===== config.mk =====
export PLATFORM = sky130hd
export DESIGN_NAME = multichannel_sample_history_top
export DESIGN_NICKNAME = d
export VERILOG_FILES = /design/src/rtl/msh_pkg.sv /design/src/rtl/msh_ram.sv /design/src/rtl/multichannel_sample_history_top.sv
export SDC_FILE = /design/constraint.sdc
export NUM_CORES = 2
export LEC_CHECK = 0
export BUFFER_PORTS_ARGS = -buffer_cell sky130_fd_sc_hd__buf_2
export CORE_MARGIN = 1.5
export CORE_UTILIZATION = 55
export CTS_CLUSTER_DIAMETER = 150
export DETAILED_ROUTE_END_ITERATION = 8
export PLACE_DENSITY = 0.85
export SYNTH_ARGS = -nofsm -noshare
export SYNTH_HDL_FRONTEND = slang
export SYNTH_HIERARCHICAL = 1
export SYNTH_SLANG_ARGS = --single-unit

===== constraint.sdc =====
create_clock -name clk_i -period 3.6 [get_ports clk_i]
set_input_delay 0.36 -clock clk_i [delete_from_list [all_inputs] [get_ports clk_i]]
set_output_delay 0.36 -clock clk_i [all_outputs]
set_load 0.02 [all_outputs]

===== src/rtl/msh_pkg.sv =====
// ----------------------------------------------------------------------------
// msh_pkg
// Shared types, codes and defaults of the multichannel sample history block.
// ----------------------------------------------------------------------------
package msh_pkg;

  localparam int DefChannels   = 8;
  localparam int DefDepth      = 16;
  localparam int DefSampleBits = 10;

  // Stream payload widths, fixed by the transaction layout.
  localparam int InDataW  = 16;
  localparam int InUserW  = 2;
  localparam int OutDataW = 56;

  // Starting value of the running minimum.
  localparam logic [15:0] MinInit = 16'hFFFF;

  typedef enum logic [1:0] {
    ACT_SINGLE = 2'd0,
    ACT_BURST  = 2'd1,
    ACT_DONE   = 2'd2,
    ACT_QUERY  = 2'd3
  } action_e;

  typedef enum logic [4:0] {
    ST_IDLE = 5'b00001,
    ST_SCAN = 5'b00010,
    ST_TAIL = 5'b00100,
    ST_MUL  = 5'b01000,
    ST_FIX  = 5'b10000
  } state_e;

endpackage


===== src/rtl/msh_ram.sv =====
// ----------------------------------------------------------------------------
// msh_ram
// Generic single-write, single-read RAM with a registered read port.
// ----------------------------------------------------------------------------
module msh_ram #(
  parameter int WIDTH = 10,
  parameter int DEPTH = 128
) (
  input  logic                     clk_i,
  input  logic                     we_i,
  input  logic [$clog2(DEPTH)-1:0] waddr_i,
  input  logic [WIDTH-1:0]         wdata_i,
  input  logic [$clog2(DEPTH)-1:0] raddr_i,
  output logic [WIDTH-1:0]         rdata_o
);

  logic [WIDTH-1:0] mem [DEPTH];
  logic [WIDTH-1:0] rdata_q;

  always_ff @(posedge clk_i) begin
    if (we_i) begin
      mem[waddr_i] <= wdata_i;
    end
    rdata_q <= mem[raddr_i];
  end

  assign rdata_o = rdata_q;

endmodule


===== src/rtl/multichannel_sample_history_top.sv =====
// ----------------------------------------------------------------------------
// multichannel_sample_history_top
// Per-channel ring of recent converter samples with ring statistics.
// ----------------------------------------------------------------------------
// Each transaction occupies the block from the cycle in which it is accepted
// until its result is loaded. That cycle decodes the transaction and, for a
// conversion done, stores the sample. Then the scan loop reads one ring entry
// per cycle through the single read port of the sample RAM until every entry
// of the ring has been read. The ST_TAIL step lets the last read land in the
// shared sum, minimum and maximum unit. The ST_MUL and ST_FIX steps do the
// reciprocal multiply and correction that form the average, and ST_FIX loads
// the result; the next transaction can be accepted in the cycle after that.
// The input is ready only while the sequencer is idle. A finished
// result waits in the output register until the downstream side takes it, and
// a result still waiting there holds the sequencer in its last step. The
// sample store reads as zero after reset without a clearing pass: each
// channel's ring fills in order, so its write position and a wrapped flag
// tell which entries hold written samples.
// ----------------------------------------------------------------------------
module multichannel_sample_history_top import msh_pkg::*; #(
  parameter int CHANNELS    = DefChannels,
  parameter int DEPTH       = DefDepth,
  parameter int SAMPLE_BITS = DefSampleBits
) (
  input  logic                clk_i,
  input  logic                rst_ni,
  input  logic                s_axis_tvalid_i,
  output logic                s_axis_tready_o,
  // chan [2:0], sample [12:3], zero [15:13]
  input  logic [InDataW-1:0]  s_axis_tdata_i,
  // action [1:0]
  input  logic [InUserW-1:0]  s_axis_tuser_i,
  output logic                m_axis_tvalid_o,
  input  logic                m_axis_tready_i,
  // start_conversion [0], busy_res [1], newest [11:2], average [21:12],
  // high_res [33:22], minimum [43:34], maximum [53:44], zero [55:54]
  output logic [OutDataW-1:0] m_axis_tdata_o
);

  localparam int ChW   = (CHANNELS > 1) ? $clog2(CHANNELS) : 1;
  localparam int NCh   = 1 << ChW;
  localparam int IdxW  = $clog2(DEPTH);
  localparam int AddrW = ChW + IdxW;
  localparam int SumW  = SAMPLE_BITS + IdxW;
  localparam int CntW  = $clog2(DEPTH + 1);
  localparam logic [SumW-1:0] Recip = SumW'((1 << SumW) / DEPTH);

  state_e state_q, state_d;

  // Control state.
  logic [IdxW-1:0] pos_q  [NCh];
  logic            wrap_q [NCh];
  logic [CntW-1:0] rem_q, rem_d;
  logic [ChW-1:0]  cur_ch_q;
  logic            m_tvalid_q, m_tvalid_d;
  logic            rd_vld_q;

  // Per-transaction payload.
  logic [ChW-1:0]         rep_ch_q;
  logic                   rep_bad_q;
  logic [IdxW-1:0]        rep_pos_q;
  logic                   rep_wrap_q;
  logic                   req_q;
  logic                   busy_q;
  logic [IdxW-1:0]        idx_q;
  logic [IdxW-1:0]        rd_idx_q;
  logic                   rd_ok_q;
  logic [SumW-1:0]        sum_q;
  logic [SAMPLE_BITS-1:0] min_q, max_q, newest_q;
  logic [2*SumW-1:0]      prod_q;
  logic [OutDataW-1:0]    m_tdata_q;

  // Input decode.
  action_e                in_act;
  logic [2:0]             in_chan;
  logic [9:0]             in_sample;
  logic [15:0]            sample_ext;
  logic [4:0]             chan_ext;
  logic [ChW-1:0]         chan_idx;
  logic                   chan_ok;
  logic                   accept;
  logic                   is_done, is_start;
  logic [ChW-1:0]         sel_ch;
  logic [IdxW-1:0]        sel_pos, pos_next;
  logic                   sel_wrap, pos_last;
  logic                   req_d;

  assign in_act     = action_e'(s_axis_tuser_i);
  assign in_chan    = s_axis_tdata_i[2:0];
  assign in_sample  = s_axis_tdata_i[12:3];
  assign sample_ext = {6'd0, in_sample};
  assign chan_ext   = {2'b00, in_chan};
  assign chan_idx   = chan_ext[ChW-1:0];
  assign chan_ok    = (32'(in_chan) < CHANNELS);

  assign s_axis_tready_o = (state_q == ST_IDLE);
  assign accept          = s_axis_tvalid_i && s_axis_tready_o;
  assign is_done         = (in_act == ACT_DONE);
  assign is_start        = in_act inside {ACT_SINGLE, ACT_BURST};

  // A conversion done always goes to the active channel.
  assign sel_ch   = is_done ? cur_ch_q : chan_idx;
  assign sel_pos  = pos_q[sel_ch];
  assign sel_wrap = wrap_q[sel_ch];
  assign pos_last = (sel_pos == IdxW'(DEPTH - 1));
  assign pos_next = pos_last ? '0 : sel_pos + 1'b1;

  always_comb begin
    rem_d = rem_q;
    req_d = 1'b0;
    if (accept) begin
      if (is_start && chan_ok) begin
        rem_d = (in_act == ACT_SINGLE) ? CntW'(1) : CntW'(DEPTH);
        req_d = 1'b1;
      end else if (is_done && (rem_q != '0)) begin
        rem_d = rem_q - 1'b1;
        req_d = (rem_q != CntW'(1));
      end
    end
  end

  // Sample RAM.
  logic                   ram_we;
  logic [AddrW-1:0]       ram_waddr, ram_raddr;
  logic [SAMPLE_BITS-1:0] ram_rdata;

  assign ram_we    = accept && is_done;
  assign ram_waddr = {sel_ch, sel_pos};
  assign ram_raddr = {rep_ch_q, idx_q};

  msh_ram #(
    .WIDTH(SAMPLE_BITS),
    .DEPTH(1 << AddrW)
  ) u_ram (
    .clk_i  (clk_i),
    .we_i   (ram_we),
    .waddr_i(ram_waddr),
    .wdata_i(sample_ext[SAMPLE_BITS-1:0]),
    .raddr_i(ram_raddr),
    .rdata_o(ram_rdata)
  );

  // Sequencer.
  always_comb begin
    state_d = state_q;
    case (state_q)
      ST_IDLE: if (accept) state_d = ST_SCAN;
      ST_SCAN: if (idx_q == IdxW'(DEPTH - 1)) state_d = ST_TAIL;
      ST_TAIL: state_d = ST_MUL;
      ST_MUL:  state_d = ST_FIX;
      ST_FIX:  if (!m_tvalid_q || m_axis_tready_i) state_d = ST_IDLE;
      default: state_d = ST_IDLE;
    endcase
  end

  logic load_out;
  assign load_out = (state_q == ST_FIX) && (!m_tvalid_q || m_axis_tready_i);

  always_comb begin
    m_tvalid_d = m_tvalid_q && !m_axis_tready_i;
    if (load_out) begin
      m_tvalid_d = 1'b1;
    end
  end

  always_ff @(posedge clk_i or negedge rst_ni) begin
    if (!rst_ni) begin
      state_q    <= ST_IDLE;
      rem_q      <= '0;
      cur_ch_q   <= '0;
      m_tvalid_q <= 1'b0;
      rd_vld_q   <= 1'b0;
      for (int i = 0; i < NCh; i++) begin
        pos_q[i]  <= '0;
        wrap_q[i] <= 1'b0;
      end
    end else begin
      state_q    <= state_d;
      rem_q      <= rem_d;
      m_tvalid_q <= m_tvalid_d;
      rd_vld_q   <= (state_q == ST_SCAN);
      if (accept && is_start && chan_ok) begin
        cur_ch_q <= chan_idx;
      end
      if (accept && is_done) begin
        pos_q[sel_ch] <= pos_next;
        if (pos_last) begin
          wrap_q[sel_ch] <= 1'b1;
        end
      end
    end
  end

  // Shared accumulate and compare unit, fed one ring entry per cycle.
  logic [SAMPLE_BITS-1:0] rd_val;
  logic [IdxW-1:0]        newest_idx;

  assign rd_val     = rd_ok_q ? ram_rdata : '0;
  assign newest_idx = (rep_pos_q == '0) ? IdxW'(DEPTH - 1) : rep_pos_q - 1'b1;

  // Average by reciprocal multiply; the estimate is low by at most one.
  logic [SumW-1:0]     q_est, div_rem, avg_w;
  logic [31:0]         avg32, hr32, new32, min32, max32;
  logic [OutDataW-1:0] m_tdata_d;

  assign q_est   = prod_q[2*SumW-1:SumW];
  assign div_rem = sum_q - SumW'(q_est * DEPTH);
  assign avg_w   = (div_rem >= SumW'(DEPTH)) ? q_est + 1'b1 : q_est;

  always_comb begin
    avg32 = 32'(avg_w);
    hr32  = 32'(sum_q) >> 2;
    new32 = 32'(newest_q);
    min32 = 32'(min_q);
    max32 = 32'(max_q);
    if (rep_bad_q) begin
      avg32 = '0;
      hr32  = '0;
      new32 = '0;
      min32 = '0;
      max32 = '0;
    end
    m_tdata_d = {2'b00, max32[9:0], min32[9:0], hr32[11:0], avg32[9:0],
                 new32[9:0], busy_q, req_q};
  end

  always_ff @(posedge clk_i) begin
    if (accept) begin
      rep_ch_q   <= sel_ch;
      rep_bad_q  <= !is_done && !chan_ok;
      rep_pos_q  <= is_done ? pos_next : sel_pos;
      rep_wrap_q <= sel_wrap || (is_done && pos_last);
      req_q      <= req_d;
      busy_q     <= (rem_d != '0);
      idx_q      <= '0;
      sum_q      <= '0;
      min_q      <= MinInit[SAMPLE_BITS-1:0];
      max_q      <= '0;
    end
    if (state_q == ST_SCAN) begin
      idx_q    <= idx_q + 1'b1;
      rd_idx_q <= idx_q;
      rd_ok_q  <= rep_wrap_q || (idx_q < rep_pos_q);
    end
    if (rd_vld_q) begin
      sum_q <= sum_q + SumW'(rd_val);
      if (rd_val < min_q) begin
        min_q <= rd_val;
      end
      if (rd_val > max_q) begin
        max_q <= rd_val;
      end
      if (rd_idx_q == newest_idx) begin
        newest_q <= rd_val;
      end
    end
    if (state_q == ST_MUL) begin
      prod_q <= sum_q * Recip;
    end
    if (load_out) begin
      m_tdata_q <= m_tdata_d;
    end
  end

  assign m_axis_tvalid_o = m_tvalid_q;
  assign m_axis_tdata_o  = m_tdata_q;

endmodule


Word level (Yosys, flattened, before mapping)
Memories as Yosys holds them, arrays and structs flattened. A register that Yosys moved wholly into a read port is not among the register bits.
Index checks and enable logic that the tools add are counted.
{"block": "op_classes", "n_addsub": 7, "magnitude_cmp": 6, "eq_ne": 14, "n_mux": 39, "n_bitwise": 2, "n_reduce_logical": 23}
{"op": "$mux W10", "count": 8}
{"op": "$mux W5", "count": 7}
{"op": "$bwmux W32", "count": 1}
{"op": "$mux W4", "count": 8}
{"op": "$mux W14", "count": 2}
{"op": "$pmux W5 S5", "count": 1}
{"op": "$add A14 B10 Y14", "count": 1}
{"op": "$ge A14 B5 Y1 const B", "count": 1}
{"op": "$sub A14 B14 Y14", "count": 1}
{"op": "$bmux W4 S3", "count": 1}
{"op": "$demux W4 S3", "count": 1}
{"op": "$add A10 B1 Y10 const B", "count": 1}
{"op": "$gt A10 B10 Y1", "count": 1}
{"op": "$lt A10 B10 Y1", "count": 1}
{"op": "$reduce_bool A5 Y1", "count": 2}
{"op": "$add A4 B1 Y4 const B", "count": 2}
{"op": "$eq A4 B4 Y1 const B", "count": 2}
{"op": "$logic_and A1 B1 Y1", "count": 8}
{"op": "$or A8 B8 Y8", "count": 1}
{"op": "$mux W1", "count": 7}
{"op": "$reduce_bool A2 Y1", "count": 3}
{"op": "$eq A5 B1 Y1 const B", "count": 1}
{"op": "$eq A5 B2 Y1 const B", "count": 1}
{"op": "$eq A5 B3 Y1 const B", "count": 1}
{"op": "23 further kinds", "count": 28}
{"block": "word_totals", "reg_bits": 186, "ram_bits": 1280, "output_inout_bits": 58, "wordCells": 128, "memories": 1}
{"memory": "u_ram.mem", "depth": 128, "width": 10, "read_ports": 1, "rd_clocked_by_memory_dff": 1, "write_ports": 1, "line": "msh_ram.sv:17", "text": "logic [WIDTH-1:0] mem [DEPTH];"}

Logic depth before layout (Yosys ltp)
{"block": "logic_depth", "ltp_word": 9, "ltp_mapped": 14}

By module
The synthesis kept the hierarchy.
{"mod": "msh_ram", "instances": 1, "cells_each": 1998, "area_per_inst_um2": 49354.8, "seq_area_each_um2": 38637.1}
{"mod": "multichannel_sample_history_top", "instances": 1, "cells_each": 731, "area_per_inst_um2": 8891.0, "seq_area_each_um2": 4991.0}

Worst setup path after synthesis
No wires, ideal clock.
{"block": "synth_path", "kind": "reg2reg", "from": "reg state_q[2]", "to": "reg m_tdata_q[0], in the netlist m_axis_tdata_o[0], enable pin", "setup_time_ns": 0.472, "arrival_ns": 3.098, "required_time_ns": 3.128, "slack_ns": 0.030, "stages_incl_launch_ff": 4, "path_buffers": 0, "period_less_slack_ns": 3.570, "path_cell_list": "dfrtp_1 -> nor2_1 -> nand3_1 -> nor2b_1"}
{"block": "synth_between", "elab_chain_cells": 2}
{"item": "from (decl)", "line": "multichannel_sample_history_top.sv:48", "text": "state_e state_q, state_d;"}
{"item": "from (signal assigned)", "line": "multichannel_sample_history_top.sv:178", "text": "state_q <= state_d;"}
{"item": "$eq A5 B5 Y1", "line": "multichannel_sample_history_top.sv:157", "text": "assign load_out = (state_q == ST_FIX) && (!m_tvalid_q || m_axis_tready_i);"}
{"item": "$logic_and A1 B1 Y1", "line": "multichannel_sample_history_top.sv:157"}
{"item": "named net load_out", "line": "multichannel_sample_history_top.sv:156", "text": "logic load_out;"}
{"item": "to (signal assigned)", "line": "multichannel_sample_history_top.sv:261", "text": "m_tdata_q <= m_tdata_d;"}
{"item": "to (decl)", "line": "multichannel_sample_history_top.sv:71", "text": "logic [OutDataW-1:0] m_tdata_q;"}
The timed path passes the listed nets, and every way through them passes these cells.
A chain may end at the register's enable or synchronous reset.

Worst setup path in the final report
{"block": "layout_path", "from": "reg cur_ch_q[0]", "to": "mem u_ram.mem[21][7], enable pin"}
{"block": "layout_between", "elab_chain_cells": 5}
{"item": "from (decl)", "line": "multichannel_sample_history_top.sv:54", "text": "logic [ChW-1:0] cur_ch_q;"}
{"item": "from (signal assigned)", "line": "multichannel_sample_history_top.sv:183", "text": "cur_ch_q <= chan_idx;"}
{"item": "$mux W3", "line": "multichannel_sample_history_top.sv:102", "text": "assign sel_ch = is_done ? cur_ch_q : chan_idx;"}
{"item": "$not A3 Y4 (implied by the code)", "line": "multichannel_sample_history_top.sv:103", "text": "assign sel_pos = pos_q[sel_ch];"}
{"item": "$bmux W4 S3", "line": "multichannel_sample_history_top.sv:103"}
{"item": "$mux W4 (implied by the code) (2 in a row)", "line": "multichannel_sample_history_top.sv:103"}
{"item": "named net sel_pos[1]", "line": "multichannel_sample_history_top.sv:84", "text": "logic [IdxW-1:0] sel_pos, pos_next;"}
{"item": "to (decl)", "line": "msh_ram.sv:17"}
The timed path passes the listed nets, and every way through them passes these cells. The select of a mux whose other input is x is not followed.

==> qor.log <==
qor: run_status.run_status finished clean
qor: synthesis.ys_top_cells_by_count 1387 x sky130_fd_sc_hd__edfxtp_1, 420 x sky130_fd_sc_hd__mux4_2, 165 x sky130_fd_sc_hd__nor2_1
qor: global_routing.grt_overflow 0
qor: setup_path.crit_path_frequent_cell sky130_fd_sc_hd__buf_4
qor: die.fp.dieW 328 µm
qor: layout.finish.instance_area 66700 µm²
qor: synthesis.yosys_warnings 6
qor: setup_path.crit_slowest_cell sky130_fd_sc_hd__or4_4
qor: timing.final-max-slew-violation-count 0
qor: clock_network.numClockSinks 1472
qor: hold_path.timing.hold.worst.class input port to asynchronous set/reset pin
qor: global_routing.grt_pass1_vias 31496
qor: synthesis.syn_area 58200 µm²
qor: layout.finalNetCount 3130
qor: timing.relSlewSlack 0.120
qor: setup_path.worstPathRequired 4050 ps
qor: setup_path.worst-endpoint-arrival 3970 ps
qor: setup_path.worst-path-buf-inv 3
qor: timing.clock_skew 38.1 ps
qor: timing.setup_viol 0
qor: routing.route.antenna.remaining_nets 0
qor: place.gpl.final_weighted_congestion 0.899
qor: clock_network.cts_made_buffers 140
qor: clock_network.cts-root-buf sky130_fd_sc_hd__clkbuf_16
qor: layout.stdcell_count 4571
qor: synthesis.synth_top_cell_by_area sky130_fd_sc_hd__edfxtp_1
qor: die.placement_rows 119
qor: setup_path.critical-path-max-stage-delay 600 ps
qor: pwr.leakage 0.0219 µW
qor: synthesis.synth_top_flop_cell sky130_fd_sc_hd__edfxtp_1
qor: timing.final-hold-violation-count 0
qor: synthesis.yosys-top-cells-area sky130_fd_sc_hd__edfxtp_1 72%, sky130_fd_sc_hd__mux4_2 16%, sky130_fd_sc_hd__dfrtp_1 2.3%
qor: global_routing.grt_antenna_before_repair 9
qor: setup_path.cp-end-kind flip-flop
qor: synthesis.synth.distinct_cells 81
qor: layout.drive_above_1_share 0.328
qor: setup_path.criticalPathCategory flip-flop to flip-flop
qor: synthesis.synth_area_per_cell 21.3 µm²
qor: routing.drt_iter0_drc 4263
qor: clock_network.htreeDepth 4
qor: synthesis.synth-async-reset-ratio 0.0374
qor: pwr.irDropWorstVdd 0.000479 V
qor: synthesis.postSynthCellCount 2729
qor: global_routing.global_route_wire_length_before_repair 219000 µm
qor: pwr.cellPowerDensity 690 nW/µm²
qor: setup_path.worst_r2r_startpoint cur_ch_q[0]
qor: layout.area_growth 14.4%
qor: place.detailed_place.area 61900 µm²
qor: routing.post_drt_via_cell_ratio 6.68
qor: synthesis.synth_seq_area_share 0.749
qor: timing.setup-tns-final 0 ps
qor: place.dp.cells 4302
qor: setup_path.worstSetupStartpointType flip-flop
qor: setup_path.worst_r2r_endpoint u_ram/mem[21][7]
qor: clock_network.cts_tree built
qor: die.initial_util 0.554
qor: timing.final_period_minus_worst_setup_slack 3520 ps
qor: setup_path.worstPathCellList nor3b_1, a31o_1, a32o_1, or4_4, buf_4, nor2b_1, nand3_1, buf_4, nor2_1, buf_4
qor: timing.maxClockFrequency 0.284 GHz
qor: routing.firstDrtPassIters 5
qor: die.core-area 105000 µm²
qor: flow_run.max-cap-violations 0
qor: synthesis.synth_top_cell_area_share 0.715
qor: global_routing.grt_util_all_layers 0.285
qor: synthesis.number_of_enable_flip_flop_cells_after_synthesis 1387
qor: layout.layout.core_utilization 0.634
qor: routing.detailroute.via_count 30550
qor: clock_network.clockBufferDepth 3
qor: die.die_area 108000 µm²
qor: timing.tightest_slew 1320 ps
qor: routing.postRouteWirelength 151000 µm
qor: setup_path.regToRegSetupSlack 80 ps
qor: clock_network.clkLatencyLatePin 780 ps
qor: clock_network.clk_transition_reported_paths 60 ps
qor: routing.wl_per_cell 33.0 µm
qor: die.boundaryPins 80
qor: setup_path.timing.critical_path.fanout_max 10
qor: die.die_height 328 µm
qor: routing.drc 0
qor: global_routing.grt_start_max_net_pins 129
qor: timing.post-route-period-util 0.979
qor: setup_path.worst-r2r-cell-count 10
qor: setup_path.crit_family simple AND/OR/NAND/NOR gates
qor: synthesis.ys_seq_elements 1472
qor: place.portBuffers 74
qor: synthesis.synth_most_common_cell sky130_fd_sc_hd__edfxtp_1
qor: place.detailed_place_hpwl 84800 µm
==> stage by stage <==
| step | hold slack, ps | power [µW] | setup WS [ps] |
|---|---|---|---|
| global placement | 278 | 30500 | -105 |
| detailed placement | 293 | 31100 | -207 |
| CTS | 5.10 | 46000 | 9.12 |
| finish | 48.8 | 46000 | 76.9 |
| global route | 79.2 | 47200 | -19.8 |
| floorplan | 64.4 | 27200 | 29.6 |
==> flip-flops by register name (all words and copies together), names as in the netlist, 3 cells and up <==
signal / flops
u_ram/rdata_o: 10
max_q: 10
rem_q: 5
u_ram/mem: 1280
idx_q: 4
sum_q: 14
rd_idx_q: 4
state_q: 5
prod_q: 10
rep_pos_q: 4
m_axis_tdata_o: 54
wrap_q: 8
min_q: 10
rep_ch_q: 3
pos_q: 32
newest_q: 10
cur_ch_q: 3
==> where the power goes <==
group | leakage, µW | internal, µW | switching [µW] | total [µW]
Sequential | 0.0135 | 19300 | 436 | 19800
Combinational | 0.00621 | 5200 | 6200 | 11400
Clock | 0.00225 | 8380 | 6470 | 14900
==> area by class of cell <==
type / count / area (µm²)
antenna: 2 / 5.00
timing repair buffer: 313 / 2500
clock inverter: 82 / 838
sequential: 1472 / 43600
inverter: 62 / 235
fill: 6454 / 38500
clock buffer: 179 / 3750
tap: 1391 / 1740
multi-input combinational: 1070 / 13900
==> routing by layer <==
metal | routed length [µm] | track usage
met5 | 79 | 0
met4 | 8230 | 0.140
met3 | 16100 | 0.0616
met2 | 76600 | 0.479
met1 | 50000 | 0.353
==> placed cells by master, fill, tap and decap left out, types with 30 or more instances in the layout <==
cell type and n:
sky130_fd_sc_hd__edfxtp_1 1387, sky130_fd_sc_hd__inv_1 61, sky130_fd_sc_hd__nand2_1 74, sky130_fd_sc_hd__buf_2 64, sky130_fd_sc_hd__clkbuf_1 33, sky130_fd_sc_hd__nor2_2 39, sky130_fd_sc_hd__clkbuf_16 144, sky130_fd_sc_hd__dfrtp_1 54
sky130_fd_sc_hd__ha_1 47, sky130_fd_sc_hd__dfxtp_1 30, sky130_fd_sc_hd__buf_4 220, sky130_fd_sc_hd__mux4_2 420, sky130_fd_sc_hd__mux2_2 48, sky130_fd_sc_hd__nor2_1 126
==> how the worst max path moves through the flow <==
stage	from	endpoint	slack [ps]	cells after the start
after floorplan	state_q[2]	m_axis_tdata_o[0]	30	3
after global routing	cur_ch_q[2]	u_ram/mem[76][2]	-20	11
final	cur_ch_q[0]	u_ram/mem[21][7]	80	10
after global placement	s_axis_tuser_i[0]	u_ram/mem[42][4]	-100	12
after detailed placement	s_axis_tuser_i[0]	u_ram/mem[75][0]	-210	11
after CTS	cur_ch_q[2]	u_ram/mem[126][0]	9	10
==> cells by family (layout without fill, tap and decap cells) <==
kind of cell | count (synthesis) | after routing | share of synthesized area
compound gates | 135 | 135 | 0.0174
xor+xnor | 30 | 30 | 0.00464
fa+ha+maj | 49 | 49 | 0.0108
buf+inv | 188 | 636 | 0.0136
flops | 1472 | 1472 | 0.749
mux | 488 | 488 | 0.176
other cells | 1 | 4 | 0.0000644
simple gates | 366 | 366 | 0.0288
==> what timing repair did <==
action | CTS | global route
endpoints found under the setup margin | 27 | 727
buffers inserted | 0 | 1
hold buffers | 5 | 0
gates cloned | 0 | 0
resized for setup | 4 | 37
hold endpoints to repair | 22 | 0
==> worst register-to-register path: cells and delay by family (launching register included) <==
kind	cells	cell delay, ps
AND/OR/NAND/NOR	5	1520
flip-flops	1	500
buffers and inverters	3	720
AO/OA/AOI/OAI	2	470
(Power assumes the default switching activity.)
